<file path="src/sr2dc_pkg.sv">
// Shared constants, types and functions of the signed radix to digit characters unit.
`default_nettype none

package sr2dc_pkg;

    localparam int MAX_DIGITS = 64;
    localparam int MAX_RADIX  = 16;
    localparam int DIG_W      = 4;
    localparam int ADDR_W     = 6;
    localparam int CNT_W      = 7;
    localparam int RADIX_W    = 5;
    localparam int VALUE_W    = 64;
    localparam int SYM_W      = 8;
    localparam int REG_IDX_W  = 2;
    localparam int BYTE_IDX_W = 3;

    localparam logic [REG_IDX_W-1:0] REG_RADIX        = 2'd0;
    localparam logic [REG_IDX_W-1:0] REG_SYMBOLS_LOW  = 2'd1;
    localparam logic [REG_IDX_W-1:0] REG_SYMBOLS_HIGH = 2'd2;

    localparam logic [RADIX_W-1:0] RADIX_RESET        = 5'd10;
    localparam logic [63:0]        SYMBOLS_LOW_RESET  = 64'h3736353433323130;
    localparam logic [63:0]        SYMBOLS_HIGH_RESET = 64'h4645444342413938;

    typedef struct packed {
        logic load;
        logic div_init;
        logic div_step;
        logic emit_en;
    } cmd_t;

    typedef struct packed {
        logic conv_done;
        logic last_byte;
        logic read_last;
    } stat_t;

    function automatic logic [RADIX_W-1:0] eff_radix(input logic [RADIX_W-1:0] r);
        logic [RADIX_W-1:0] res;
        if (r < RADIX_W'(2))
            res = RADIX_W'(2);
        else if (r > RADIX_W'(MAX_RADIX))
            res = RADIX_W'(MAX_RADIX);
        else
            res = r;
        return res;
    endfunction

    function automatic logic [BYTE_IDX_W-1:0] top_byte(input logic [VALUE_W-1:0] v);
        logic [BYTE_IDX_W-1:0] res;
        res = '0;
        for (int i = 0; i < VALUE_W / 8; i++) begin
            if (v[i*8 +: 8] != 8'd0)
                res = BYTE_IDX_W'(i);
        end
        return res;
    endfunction

    function automatic logic [SYM_W-1:0] symbol_of(input logic [DIG_W-1:0] d,
                                                   input logic [63:0] lo,
                                                   input logic [63:0] hi);
        logic [SYM_W-1:0] res;
        if (d[3])
            res = hi[{d[2:0], 3'b000} +: 8];
        else
            res = lo[{d[2:0], 3'b000} +: 8];
        return res;
    endfunction

endpackage

`default_nettype wire

</file>
<file path="src/signed_radix_to_digit_chars_unit.sv">
// Top level: signed 64-bit value to radix digit symbols, most significant first.
//
//  channel | direction | handshake          | word
//  --------+-----------+--------------------+-----------------------------------
//  in      | input     | in_valid/in_stall  | value[63:0] signed
//  out     | output    | out_valid/out_stall| symbol[7:0], negative, last_symbol
//  config  | input     | wr_en              | wr_index[1:0], wr_data[63:0]
//
// Each digit takes a setup step and then one divide step per byte of the
// magnitude up to its highest nonzero byte (at least one); the byte-wise
// divider gives 8 quotient bits per cycle. Emission then runs one symbol per
// cycle out of the digit RAM while out_stall is low, through the registered
// RAM read and the output register.
// Reset is asynchronous and needs no clearing pass. out_stall holds the output
// word and pauses reads; the digit store feeds it again once the stall drops.
`default_nettype none

module signed_radix_to_digit_chars_unit
    import sr2dc_pkg::*;
(
    input  wire logic                 clk,
    input  wire logic                 rst_n,
    input  wire logic                 in_valid,
    output logic                      in_stall,
    input  wire logic signed [63:0]   value,
    output logic                      out_valid,
    input  wire logic                 out_stall,
    output logic [SYM_W-1:0]          symbol,
    output logic                      negative,
    output logic                      last_symbol,
    input  wire logic                 wr_en,
    input  wire logic [REG_IDX_W-1:0] wr_index,
    input  wire logic [63:0]          wr_data
);

    cmd_t  cmd;
    stat_t stat;

    sr2dc_ctrl u_ctrl (
        .clk      (clk),
        .rst_n    (rst_n),
        .in_valid (in_valid),
        .in_stall (in_stall),
        .stat     (stat),
        .cmd      (cmd)
    );

    sr2dc_dp u_dp (
        .clk         (clk),
        .rst_n       (rst_n),
        .cmd         (cmd),
        .stat        (stat),
        .value       (value),
        .wr_en       (wr_en),
        .wr_index    (wr_index),
        .wr_data     (wr_data),
        .out_valid   (out_valid),
        .out_stall   (out_stall),
        .symbol      (symbol),
        .negative    (negative),
        .last_symbol (last_symbol)
    );

endmodule

`default_nettype wire

</file>
<file path="src/sr2dc_ram.sv">
// Generic single write port, single read port RAM with registered read data.
`default_nettype none

module sr2dc_ram #(
    parameter int WIDTH = 4,
    parameter int DEPTH = 64
) (
    input  wire logic                     clk,
    input  wire logic                     we,
    input  wire logic [$clog2(DEPTH)-1:0] waddr,
    input  wire logic [WIDTH-1:0]         wdata,
    input  wire logic                     re,
    input  wire logic [$clog2(DEPTH)-1:0] raddr,
    output logic      [WIDTH-1:0]         rdata
);

    logic [WIDTH-1:0] mem [DEPTH];

    always_ff @(posedge clk)
    begin
        if (we)
        begin
            mem[waddr] <= wdata;
        end
        if (re)
        begin
            rdata <= mem[raddr];
        end
    end

endmodule

`default_nettype wire

</file>
<file path="src/sr2dc_ctrl.sv">
// Controller state machine: load, per digit division sequencing, emission.
`default_nettype none

module sr2dc_ctrl
    import sr2dc_pkg::*;
(
    input  wire logic  clk,
    input  wire logic  rst_n,
    input  wire logic  in_valid,
    output logic       in_stall,
    input  wire stat_t stat,
    output cmd_t       cmd
);

    typedef enum logic [1:0] {
        S_IDLE,
        S_DSTART,
        S_DIVIDE,
        S_EMIT
    } state_t;

    state_t state_reg;
    state_t state_next;

    assign in_stall = (state_reg != S_IDLE);

    always_comb
    begin
        cmd.load     = (state_reg == S_IDLE) && in_valid;
        cmd.div_init = (state_reg == S_DSTART) && !stat.conv_done;
        cmd.div_step = (state_reg == S_DIVIDE);
        cmd.emit_en  = (state_reg == S_EMIT);
        state_next   = state_reg;
        case (state_reg)
            S_IDLE:
            begin
                if (in_valid)
                    state_next = S_DSTART;
            end
            S_DSTART:
            begin
                state_next = stat.conv_done ? S_EMIT : S_DIVIDE;
            end
            S_DIVIDE:
            begin
                if (stat.last_byte)
                    state_next = S_DSTART;
            end
            S_EMIT:
            begin
                if (stat.read_last)
                    state_next = S_IDLE;
            end
            default:
            begin
                state_next = S_IDLE;
            end
        endcase
    end

    always_ff @(posedge clk or negedge rst_n)
    begin
        if (!rst_n)
        begin
            state_reg <= S_IDLE;
        end
        else
        begin
            state_reg <= state_next;
        end
    end

endmodule

`default_nettype wire

</file>
<file path="src/sr2dc_dp.sv">
// Datapath: config registers, byte-wise divider, digit store and output stages.
`default_nettype none

module sr2dc_dp
    import sr2dc_pkg::*;
(
    input  wire logic                 clk,
    input  wire logic                 rst_n,
    input  wire cmd_t                 cmd,
    output stat_t                     stat,
    input  wire logic signed [63:0]   value,
    input  wire logic                 wr_en,
    input  wire logic [REG_IDX_W-1:0] wr_index,
    input  wire logic [63:0]          wr_data,
    output logic                      out_valid,
    input  wire logic                 out_stall,
    output logic [SYM_W-1:0]          symbol,
    output logic                      negative,
    output logic                      last_symbol
);

    logic [RADIX_W-1:0]    radix_reg;
    logic [63:0]           symbols_low_reg;
    logic [63:0]           symbols_high_reg;

    logic [VALUE_W-1:0]    mag_reg;
    logic [VALUE_W-1:0]    mag_next;
    logic [DIG_W-1:0]      rem_reg;
    logic [DIG_W-1:0]      rem_next;
    logic [BYTE_IDX_W-1:0] idx_reg;
    logic [BYTE_IDX_W-1:0] idx_next;
    logic [CNT_W-1:0]      count_reg;
    logic [CNT_W-1:0]      count_next;
    logic                  sign_reg;
    logic                  sign_next;

    logic                  s1_valid_reg;
    logic                  s1_valid_next;
    logic                  s1_last_reg;
    logic                  s1_neg_reg;
    logic                  out_valid_reg;
    logic                  out_valid_next;
    logic [SYM_W-1:0]      symbol_reg;
    logic                  negative_reg;
    logic                  last_reg;

    logic [RADIX_W-1:0]    radix_eff;
    logic [VALUE_W-1:0]    value_u;
    logic [7:0]            cur_byte;
    logic [7:0]            qbyte;
    logic [DIG_W-1:0]      rem_w;
    logic [RADIX_W-1:0]    trial;
    logic                  digit_we;
    logic                  rd_en;
    logic                  out_load;
    logic [DIG_W-1:0]      rd_digit;

    assign radix_eff = eff_radix(radix_reg);
    assign value_u   = value;

    // restoring division of one dividend byte, remainder stays below the radix
    always_comb
    begin
        rem_w    = rem_reg;
        qbyte    = '0;
        cur_byte = mag_reg[{idx_reg, 3'b000} +: 8];
        for (int i = 7; i >= 0; i--)
        begin
            trial = {rem_w, cur_byte[i]};
            if (trial >= radix_eff)
            begin
                qbyte[i] = 1'b1;
                rem_w    = DIG_W'(trial - radix_eff);
            end
            else
            begin
                rem_w = trial[DIG_W-1:0];
            end
        end
    end

    assign digit_we = cmd.div_step && (idx_reg == '0);
    assign out_load = s1_valid_reg && (!out_valid_reg || !out_stall);
    assign rd_en    = cmd.emit_en && (count_reg != '0) && (!s1_valid_reg || out_load);

    assign stat.conv_done = (count_reg != '0) && ((mag_reg == '0) || count_reg[CNT_W-1]);
    assign stat.last_byte = (idx_reg == '0);
    assign stat.read_last = rd_en && (count_reg == CNT_W'(1));

    always_comb
    begin
        mag_next   = mag_reg;
        rem_next   = rem_reg;
        idx_next   = idx_reg;
        count_next = count_reg;
        sign_next  = sign_reg;
        if (cmd.load)
        begin
            mag_next   = value_u[VALUE_W-1] ? (~value_u + VALUE_W'(1)) : value_u;
            sign_next  = value_u[VALUE_W-1];
            count_next = '0;
        end
        if (cmd.div_init)
        begin
            rem_next = '0;
            idx_next = top_byte(mag_reg);
        end
        if (cmd.div_step)
        begin
            mag_next[{idx_reg, 3'b000} +: 8] = qbyte;
            rem_next = rem_w;
            idx_next = idx_reg - BYTE_IDX_W'(1);
        end
        if (digit_we)
        begin
            count_next = count_reg + CNT_W'(1);
        end
        if (rd_en)
        begin
            count_next = count_reg - CNT_W'(1);
        end
    end

    always_comb
    begin
        s1_valid_next = s1_valid_reg;
        if (rd_en)
            s1_valid_next = 1'b1;
        else if (out_load)
            s1_valid_next = 1'b0;
        out_valid_next = out_valid_reg;
        if (out_load)
            out_valid_next = 1'b1;
        else if (!out_stall)
            out_valid_next = 1'b0;
    end

    always_ff @(posedge clk or negedge rst_n)
    begin
        if (!rst_n)
        begin
            radix_reg        <= RADIX_RESET;
            symbols_low_reg  <= SYMBOLS_LOW_RESET;
            symbols_high_reg <= SYMBOLS_HIGH_RESET;
            count_reg        <= '0;
            sign_reg         <= 1'b0;
            mag_reg          <= '0;
            s1_valid_reg     <= 1'b0;
            out_valid_reg    <= 1'b0;
        end
        else
        begin
            if (wr_en)
            begin
                case (wr_index)
                    REG_RADIX:        radix_reg        <= wr_data[RADIX_W-1:0];
                    REG_SYMBOLS_LOW:  symbols_low_reg  <= wr_data;
                    REG_SYMBOLS_HIGH: symbols_high_reg <= wr_data;
                    default:          ;
                endcase
            end
            count_reg     <= count_next;
            sign_reg      <= sign_next;
            mag_reg       <= mag_next;
            s1_valid_reg  <= s1_valid_next;
            out_valid_reg <= out_valid_next;
        end
    end

    always_ff @(posedge clk)
    begin
        rem_reg <= rem_next;
        idx_reg <= idx_next;
        if (rd_en)
        begin
            s1_last_reg <= (count_reg == CNT_W'(1));
            s1_neg_reg  <= sign_reg;
        end
        if (out_load)
        begin
            symbol_reg   <= symbol_of(rd_digit, symbols_low_reg, symbols_high_reg);
            negative_reg <= s1_neg_reg;
            last_reg     <= s1_last_reg;
        end
    end

    sr2dc_ram #(
        .WIDTH (DIG_W),
        .DEPTH (MAX_DIGITS)
    ) u_digits (
        .clk   (clk),
        .we    (digit_we),
        .waddr (count_reg[ADDR_W-1:0]),
        .wdata (rem_w),
        .re    (rd_en),
        .raddr (ADDR_W'(count_reg - CNT_W'(1))),
        .rdata (rd_digit)
    );

    assign out_valid   = out_valid_reg;
    assign symbol      = symbol_reg;
    assign negative    = negative_reg;
    assign last_symbol = last_reg;

endmodule

`default_nettype wire

</file>
<file path="config.mk">
export PLATFORM = sky130hd
export DESIGN_NAME = signed_radix_to_digit_chars_unit
export DESIGN_NICKNAME = d
export VERILOG_FILES = /design/src/sr2dc_pkg.sv /design/src/signed_radix_to_digit_chars_unit.sv /design/src/sr2dc_ram.sv /design/src/sr2dc_ctrl.sv /design/src/sr2dc_dp.sv
export SDC_FILE = /design/constraint.sdc
export NUM_CORES = 1
export LEC_CHECK = 0
export ABC_AREA = 1
export BUFFER_PORTS_ARGS = -buffer_cell sky130_fd_sc_hd__buf_2
export CAP_MARGIN = 5
export CORE_MARGIN = 2
export CORE_UTILIZATION = 35
export DETAILED_ROUTE_END_ITERATION = 16
export GPL_TIMING_DRIVEN = 0
export PLACE_DENSITY = 0.59
export SLEW_MARGIN = 5
export SYNTH_ARGS = -nofsm -noshare
export SYNTH_HDL_FRONTEND = slang
export SYNTH_SLANG_ARGS = --single-unit
export TNS_END_PERCENT = 5
</file>
<file path="constraint.sdc">
create_clock -name clk -period 18.7 [get_ports clk]
set_input_delay 2.805 -clock clk [delete_from_list [all_inputs] [get_ports clk]]
set_output_delay 2.805 -clock clk [all_outputs]
set_load 0.03 [all_outputs]
</file>
---- Word level (Yosys, flattened, before mapping) ----
Memories as Yosys holds them, arrays and structs flattened. A register that Yosys moved wholly into a read port is not among the register bits.
Cells that the tools add are included.
W data, S select, Z words.
operators by class
  add/subtract/negate cells ............... 13
  magnitude comparators ................... 10
  eq/ne operators ......................... 10
  shift operators ......................... 5
  multiplexer cells ....................... 48
  bitwise logic cells ..................... 1
  reductions and logical operators ........ 35
operators with widths
  kind                      count
  $mux W64                  3
  $shiftx A64 B7 Y8         3
  $add A64 B1 Y64 const B   1
  $bwmux W64                1
  $logic_not A64 Y1         1
  $not A64 Y64              1
  $shift A8 B8 Y64 const A  1
  $shiftx A8 B8 Y64         1
  $reduce_bool A8 Y1        7
  $ge A5 B5 Y1              8
  $mux W4                   10
  $sub A4 B4 Y4             8
  $mux W7                   3
  $mux W3                   6
  $mux W1                   16
  $mux W2                   5
  $mux W5                   2
  $logic_and A1 B1 Y1       8
  $mux W8                   1
  $neg A6 Y8                1
  $pmux W2 S4               1
  $add A7 B1 Y7 const B     1
  $eq A7 B1 Y1 const B      1
  $reduce_bool A7 Y1        1
  16 further kinds          31
storage, ports and cells
  bits in registers ....................... 228
  RAM bits ................................ 256
  bits of input ports ..................... 135
  output and inout port bits .............. 12
  memories kept ........................... 1
memory list
  memory             words  width  read ports  clocked after memory_dff  wr ports  RTL line         RTL
  u_dp.u_digits.mem  64     4      1           1                         1         sr2dc_ram.sv:17  logic [WIDTH-1:0] mem [DEPTH];

---- Longest topological paths before layout ----
  depth in word-level cells ............... 22
  gate-level depth with buffers ........... 80

---- Modules after synthesis ----
From an unflattened synthesis, not the netlist that was laid out.
unflattened totals
  cell total of the unflattened synthesis .. 3109
  area, all modules ....................... 26534.2 um2
modules (own cells, without submodules)
  module      instances  cells each  area each (um2)  sequential area each (um2)
  sr2dc_dp    1          2140        15476.1          5815.6
  sr2dc_ram   1          948         10921.7          7807.5
  sr2dc_ctrl  1          21          136.4            50.0

---- Worst setup path after synthesis ----
OpenSTA, ideal clock, no wires.
  path type ............................... register to register
  start ................................... reg u_dp.radix_reg[3]
  end ..................................... mem u_dp.u_digits.mem[0][1] (data pin)
  setup time .............................. 514 ps
  arrival ................................. 11489 ps
  required time ........................... 18186 ps
  slack ................................... 6697 ps
  stages on the path, launching flop included .. 68
  path buffers ............................ 2
  period minus slack after synthesis ...... 12003 ps
  path through ............................ dfstp_2 -> nor2_1 -> o21ai_0 -> ha_1 -> nand2_1 -> nor3_1 -> nand2_1 -> nand3_2 -> inv_1 -> nand2_1 -> and2_1 -> ha_1 -> nand2_1 -> nor3_1 -> nand2_1 -> nand3_1 -> clkbuf_1 -> o21ai_0 -> [... 32 more ...] -> ha_1 -> a21oi_1 -> nand2_1 -> nand2_1 -> nand3_1 -> a21oi_4 -> inv_1 -> nand2_1 -> and2_1 -> ha_1 -> a21oi_1 -> nand2_1 -> nand2_1 -> nand3b_1 -> a21oi_2 -> inv_1 -> nand2_1 -> nand2_1
between the ends
  cells in the longest elaborated chain, start to end .. 19
  elaborated cells on any way between the ends .. 28
RTL lines
  element                                        RTL line                        RTL
  from (decl)                                    sr2dc_dp.sv:22                  logic [RADIX_W-1:0] radix_reg;
  from (signal assigned)                         sr2dc_dp.sv:156                 REG_RADIX: radix_reg <= wr_data[RADIX_W-1:0];
  $gt A5 B5 Y1                                   sr2dc_pkg.sv:42                 else if (r > RADIX_W'(MAX_RADIX))
  $mux W5                                        sr2dc_pkg.sv:42
  $mux W5 (*)                                    sr2dc_pkg.sv:40                 if (r < RADIX_W'(2))
  $sub A4 B4 Y4 or $ge A5 B5 Y1 (tied branches)  sr2dc_dp.sv:73, sr2dc_dp.sv:70
  $mux W4                                        sr2dc_dp.sv:70                  if (trial >= radix_eff)
  $sub A4 B4 Y4 or $ge A5 B5 Y1 (tied branches)  sr2dc_dp.sv:73, sr2dc_dp.sv:70
  $mux W4                                        sr2dc_dp.sv:70
  $sub A4 B4 Y4 or $ge A5 B5 Y1 (tied branches)  sr2dc_dp.sv:73, sr2dc_dp.sv:70
  [... 4 more ...]                               --
  $mux W4                                        sr2dc_dp.sv:70
  $sub A4 B4 Y4 or $ge A5 B5 Y1 (tied branches)  sr2dc_dp.sv:73, sr2dc_dp.sv:70
  $mux W4                                        sr2dc_dp.sv:70
  $ge A5 B5 Y1 or $sub A4 B4 Y4 (tied branches)  sr2dc_dp.sv:70, sr2dc_dp.sv:73
  $mux W4                                        sr2dc_dp.sv:70
  $sub A4 B4 Y4 or $ge A5 B5 Y1 (tied branches)  sr2dc_dp.sv:73, sr2dc_dp.sv:70
  $mux W4 (*)                                    sr2dc_dp.sv:70
  net u_dp.rem_w[1]                              sr2dc_dp.sv:51                  logic [DIG_W-1:0] rem_w;
  to (decl)                                      sr2dc_ram.sv:17
Mark *: on every way through the listed nets, which the timed path passes. The rest lies on a longest branch.

---- Worst setup path after layout ----
  start ................................... reg u_dp.idx_reg[0]
  end ..................................... mem u_dp.u_digits.mem[35][1] (data pin)
between the ends
  cells in the longest elaborated chain, start to end .. 17
  elaborated cells on any way between the ends .. 25
RTL lines
  element                                        RTL line                        RTL
  from (decl)                                    sr2dc_dp.sv:30                  logic [BYTE_IDX_W-1:0] idx_reg;
  from (signal assigned)                         sr2dc_dp.sv:173                 idx_reg <= idx_next;
  $shiftx A64 B7 Y8 (*)                          sr2dc_dp.sv:66                  cur_byte = mag_reg[{idx_reg, 3'b000} +: 8];
  $sub A4 B4 Y4 or $ge A5 B5 Y1 (tied branches)  sr2dc_dp.sv:73, sr2dc_dp.sv:70
  $mux W4                                        sr2dc_dp.sv:70
  $sub A4 B4 Y4 or $ge A5 B5 Y1 (tied branches)  sr2dc_dp.sv:73, sr2dc_dp.sv:70
  $mux W4                                        sr2dc_dp.sv:70
  $sub A4 B4 Y4 or $ge A5 B5 Y1 (tied branches)  sr2dc_dp.sv:73, sr2dc_dp.sv:70
  $mux W4                                        sr2dc_dp.sv:70
  $sub A4 B4 Y4 or $ge A5 B5 Y1 (tied branches)  sr2dc_dp.sv:73, sr2dc_dp.sv:70
  [... 2 more ...]                               --
  $mux W4                                        sr2dc_dp.sv:70
  $sub A4 B4 Y4 or $ge A5 B5 Y1 (tied branches)  sr2dc_dp.sv:73, sr2dc_dp.sv:70
  $mux W4                                        sr2dc_dp.sv:70
  $ge A5 B5 Y1 or $sub A4 B4 Y4 (tied branches)  sr2dc_dp.sv:70, sr2dc_dp.sv:73
  $mux W4                                        sr2dc_dp.sv:70
  $sub A4 B4 Y4 or $ge A5 B5 Y1 (tied branches)  sr2dc_dp.sv:73, sr2dc_dp.sv:70
  $mux W4 (*)                                    sr2dc_dp.sv:70
  net u_dp.rem_w[1]                              sr2dc_dp.sv:51
Marks and branches as above.

==> metrics.cfg <==
[sta]
max_freq_mhz = 61.9
rsz0062_at_grt = no
relSlewSlack_pct = 23.4
setup_viol = 0
worst_pin_slew_ns = 1.15
worst_hold_slack_ns = 0.424
fin_worst_skew_ns = 0.0309
finalCriticalPeriod_ns = 16.15
final-hold-violation-count = 0
maxSlewViolCount = 0
fin_ws_ns = 2.55
period_share_pct = 86.3
finalSetupTns_ns = 0

[synth]
yosys.area_share.adder_pct = 2.88
synth_top_family_by_area = simple AND/OR/NAND/NOR gates
avgSynthCellArea_um2 = 8.67
syn_nets = 3183
yosysMostFrequentCell = nand2_1
synthCells = 2993
synth_top_area_share_pct = 32.3
synth_area_um2 = 26000
muxShareOfSynthArea_pct = 1.39
ys_ff_latch = 488
yosys_most_used_dff = edfxtp_1
ys_seq_area_share_pct = 52.7
ys.warnings.count = 0
synth_top_area_cell = edfxtp_1
synth_edf_count = 279
synth_area_leaders = edfxtp_1 (32%), dfrtp_1 (15%), nand2_1 (7.8%)
synth-compound-area-share_pct = 15.0
async_reset_ff_share_pct = 42.8
synthXorXnorAreaFrac_pct = 1.01
synthTopCellsByCount = nand2_1 (538), nor2_1 (405), o21ai_0 (401), inv_1 (300), edfxtp_1 (279)
ys_types = 55
yosys.area_share.simple_pct = 20.0

[route]
drtAntennaViolNets = 0
routedWlPerCell_um = 20.5
routed-via-count = 22612
drt_iter0_drc = 2328
drt-pass1-iter-count = 6
routed_wl_um = 86200
route.detailed.drc = 0
vias_per_cell = 5.39

[clock_network]
htree_num_levels = 2
cts_hold_buf = 0
cts_tree = yes
ctsResizeCount = 0
cts_root_buf = clkbuf_16
cts_buffer_depth = 3
post_cts_buffers = 0
clock_latency_ns = 0.63
cts_num_sinks = 488
numCtsBuffers = 52
clk_pin_slew_worst_paths_ns = 0.06

[setup_path]
crit_buf_inv = 15
endpoint = u_dp.u_digits.mem[35][1]
crit_path_start = u_dp.idx_reg[0]
path_delay_family = simple AND/OR/NAND/NOR gates
rr_worst_depth = 75
arrival_ns = 16.48
start_kind = register
r2r-end = u_dp.u_digits.mem[35][1]
cp.required_ns = 19.03
regToRegSetupSlack_ns = 2.55
critPathSlowestCell = clkbuf_1
cp_common_cell = nand2_1
critical-path-max-stage-delay_ns = 0.63
crit_type = reg2reg
timing.rr.start = u_dp.idx_reg[0]
path_depth = 75
worstPathMaxFanout = 33
crit_path_end_kind = register

[floorplanning]
die_area_um2 = 76400
fp.dieW_um = 276
core-area_um2 = 73200
die_y_um = 276
row_count = 99
io-pin-count = 147
start_util_pct = 35.5

[run_status]
status = finished, final reports clean

[cells_and_area]
syn2layout_area_growth_pct = 14.3
nets = 3387
num_antenna_cells = 0
largest_register = u_dp.u_digits.mem
largest_reg_flops = 256
drive_above_1_share_pct = 12.3

[min_path]
hold_class = reg2reg

[place]
gp_congestion = 0.955
pre_cts_ws_ns = 2.77
dpl.hpwl_um = 62200
io_buffers = 145

[grt]
grt.overflow.total = 0
first_global_vias = 21702
grt_first_pass_wirelength_um = 131000
grt_max_degree = 111
antenna_found_initial = 0
grt_use_total_pct = 22.1

[run]
drv_cap = 0

==> through the flow <==
stage / cells / instance area [µm²] / util (%)
floorplan: 2993 / 26000 / -
global placement: 4097 / 27900 / 38.1
detailed placement: 4102 / 28000 / 38.3
CTS: 4197 / 29700 / 40.5
global route: 4197 / 29700 / 40.5
finish: 4197 / 29700 / 40.5
==> worst min path at each step <==
stage	startpoint	endpoint	slack (ns)	depth (start not counted)
after floorplan	u_dp.s1_last_reg	u_dp.last_symbol	0.40	0
after global placement	u_dp.s1_last_reg	u_dp.last_symbol	0.41	0
after detailed placement	u_dp.s1_last_reg	u_dp.last_symbol	0.41	0
after CTS	u_dp.s1_last_reg	u_dp.last_symbol	0.43	0
after global routing	u_dp.s1_neg_reg	u_dp.negative	0.45	0
final	u_dp.s1_last_reg	u_dp.last_symbol	0.42	0
==> metal layers <==
metal	GRT usage (%)	up-vias	part of all wire, %	wire length (µm)
li1	-	10611	-	-
met1	31.4	10975	44	38300
met2	35.5	880	46	39700
met3	2.62	146	6.7	5780
met4	6.12	0	2.8	2380
met5	0	-	0	0
==> layout make-up <==
cell class	instances	area, µm²
buffer	148	648
timing repair buffer	150	851
fill	7414	43500
sequential	488	13700
tap	959	1200
inverter	314	1180
clock inverter	27	218
multi-input combinational	2043	10500
clock buffer	68	1420
==> cells by family after synthesis <==
group           after synthesis
simple gates               1240
compound gates              686
flops                       488
buf+inv                     462
fa+ha+maj                    55
mux                          36
xor+xnor                     26
==> cells in the final DEF (no fill, tap or decap), types with 6 or more instances in the layout <==
cell type,instances
nand2_1,536
nor2_1,405
o21ai_0,400
inv_1,298
edfxtp_1,279
nand3_1,200
buf_2,197
dfrtp_1,157
a21oi_1,102
clkbuf_1,98
o211ai_1,66
clkbuf_16,53
dfstp_2,52
ha_1,47
o221ai_1,44
mux2i_1,36
nand4_1,31
a31oi_1,20
o22ai_1,19
or2_2,16
inv_2,14
nor3_1,13
xnor2_1,12
xor2_1,11
clkinv_2,11
a22oi_1,10
clkinv_1,9
o21ai_1,8
fa_1,8
nand3b_1,7
and2_1,7
nand3_2,6
Power is not shown: default switching activity piles up to over one toggle a cycle in this logic, so the estimate is an artifact.
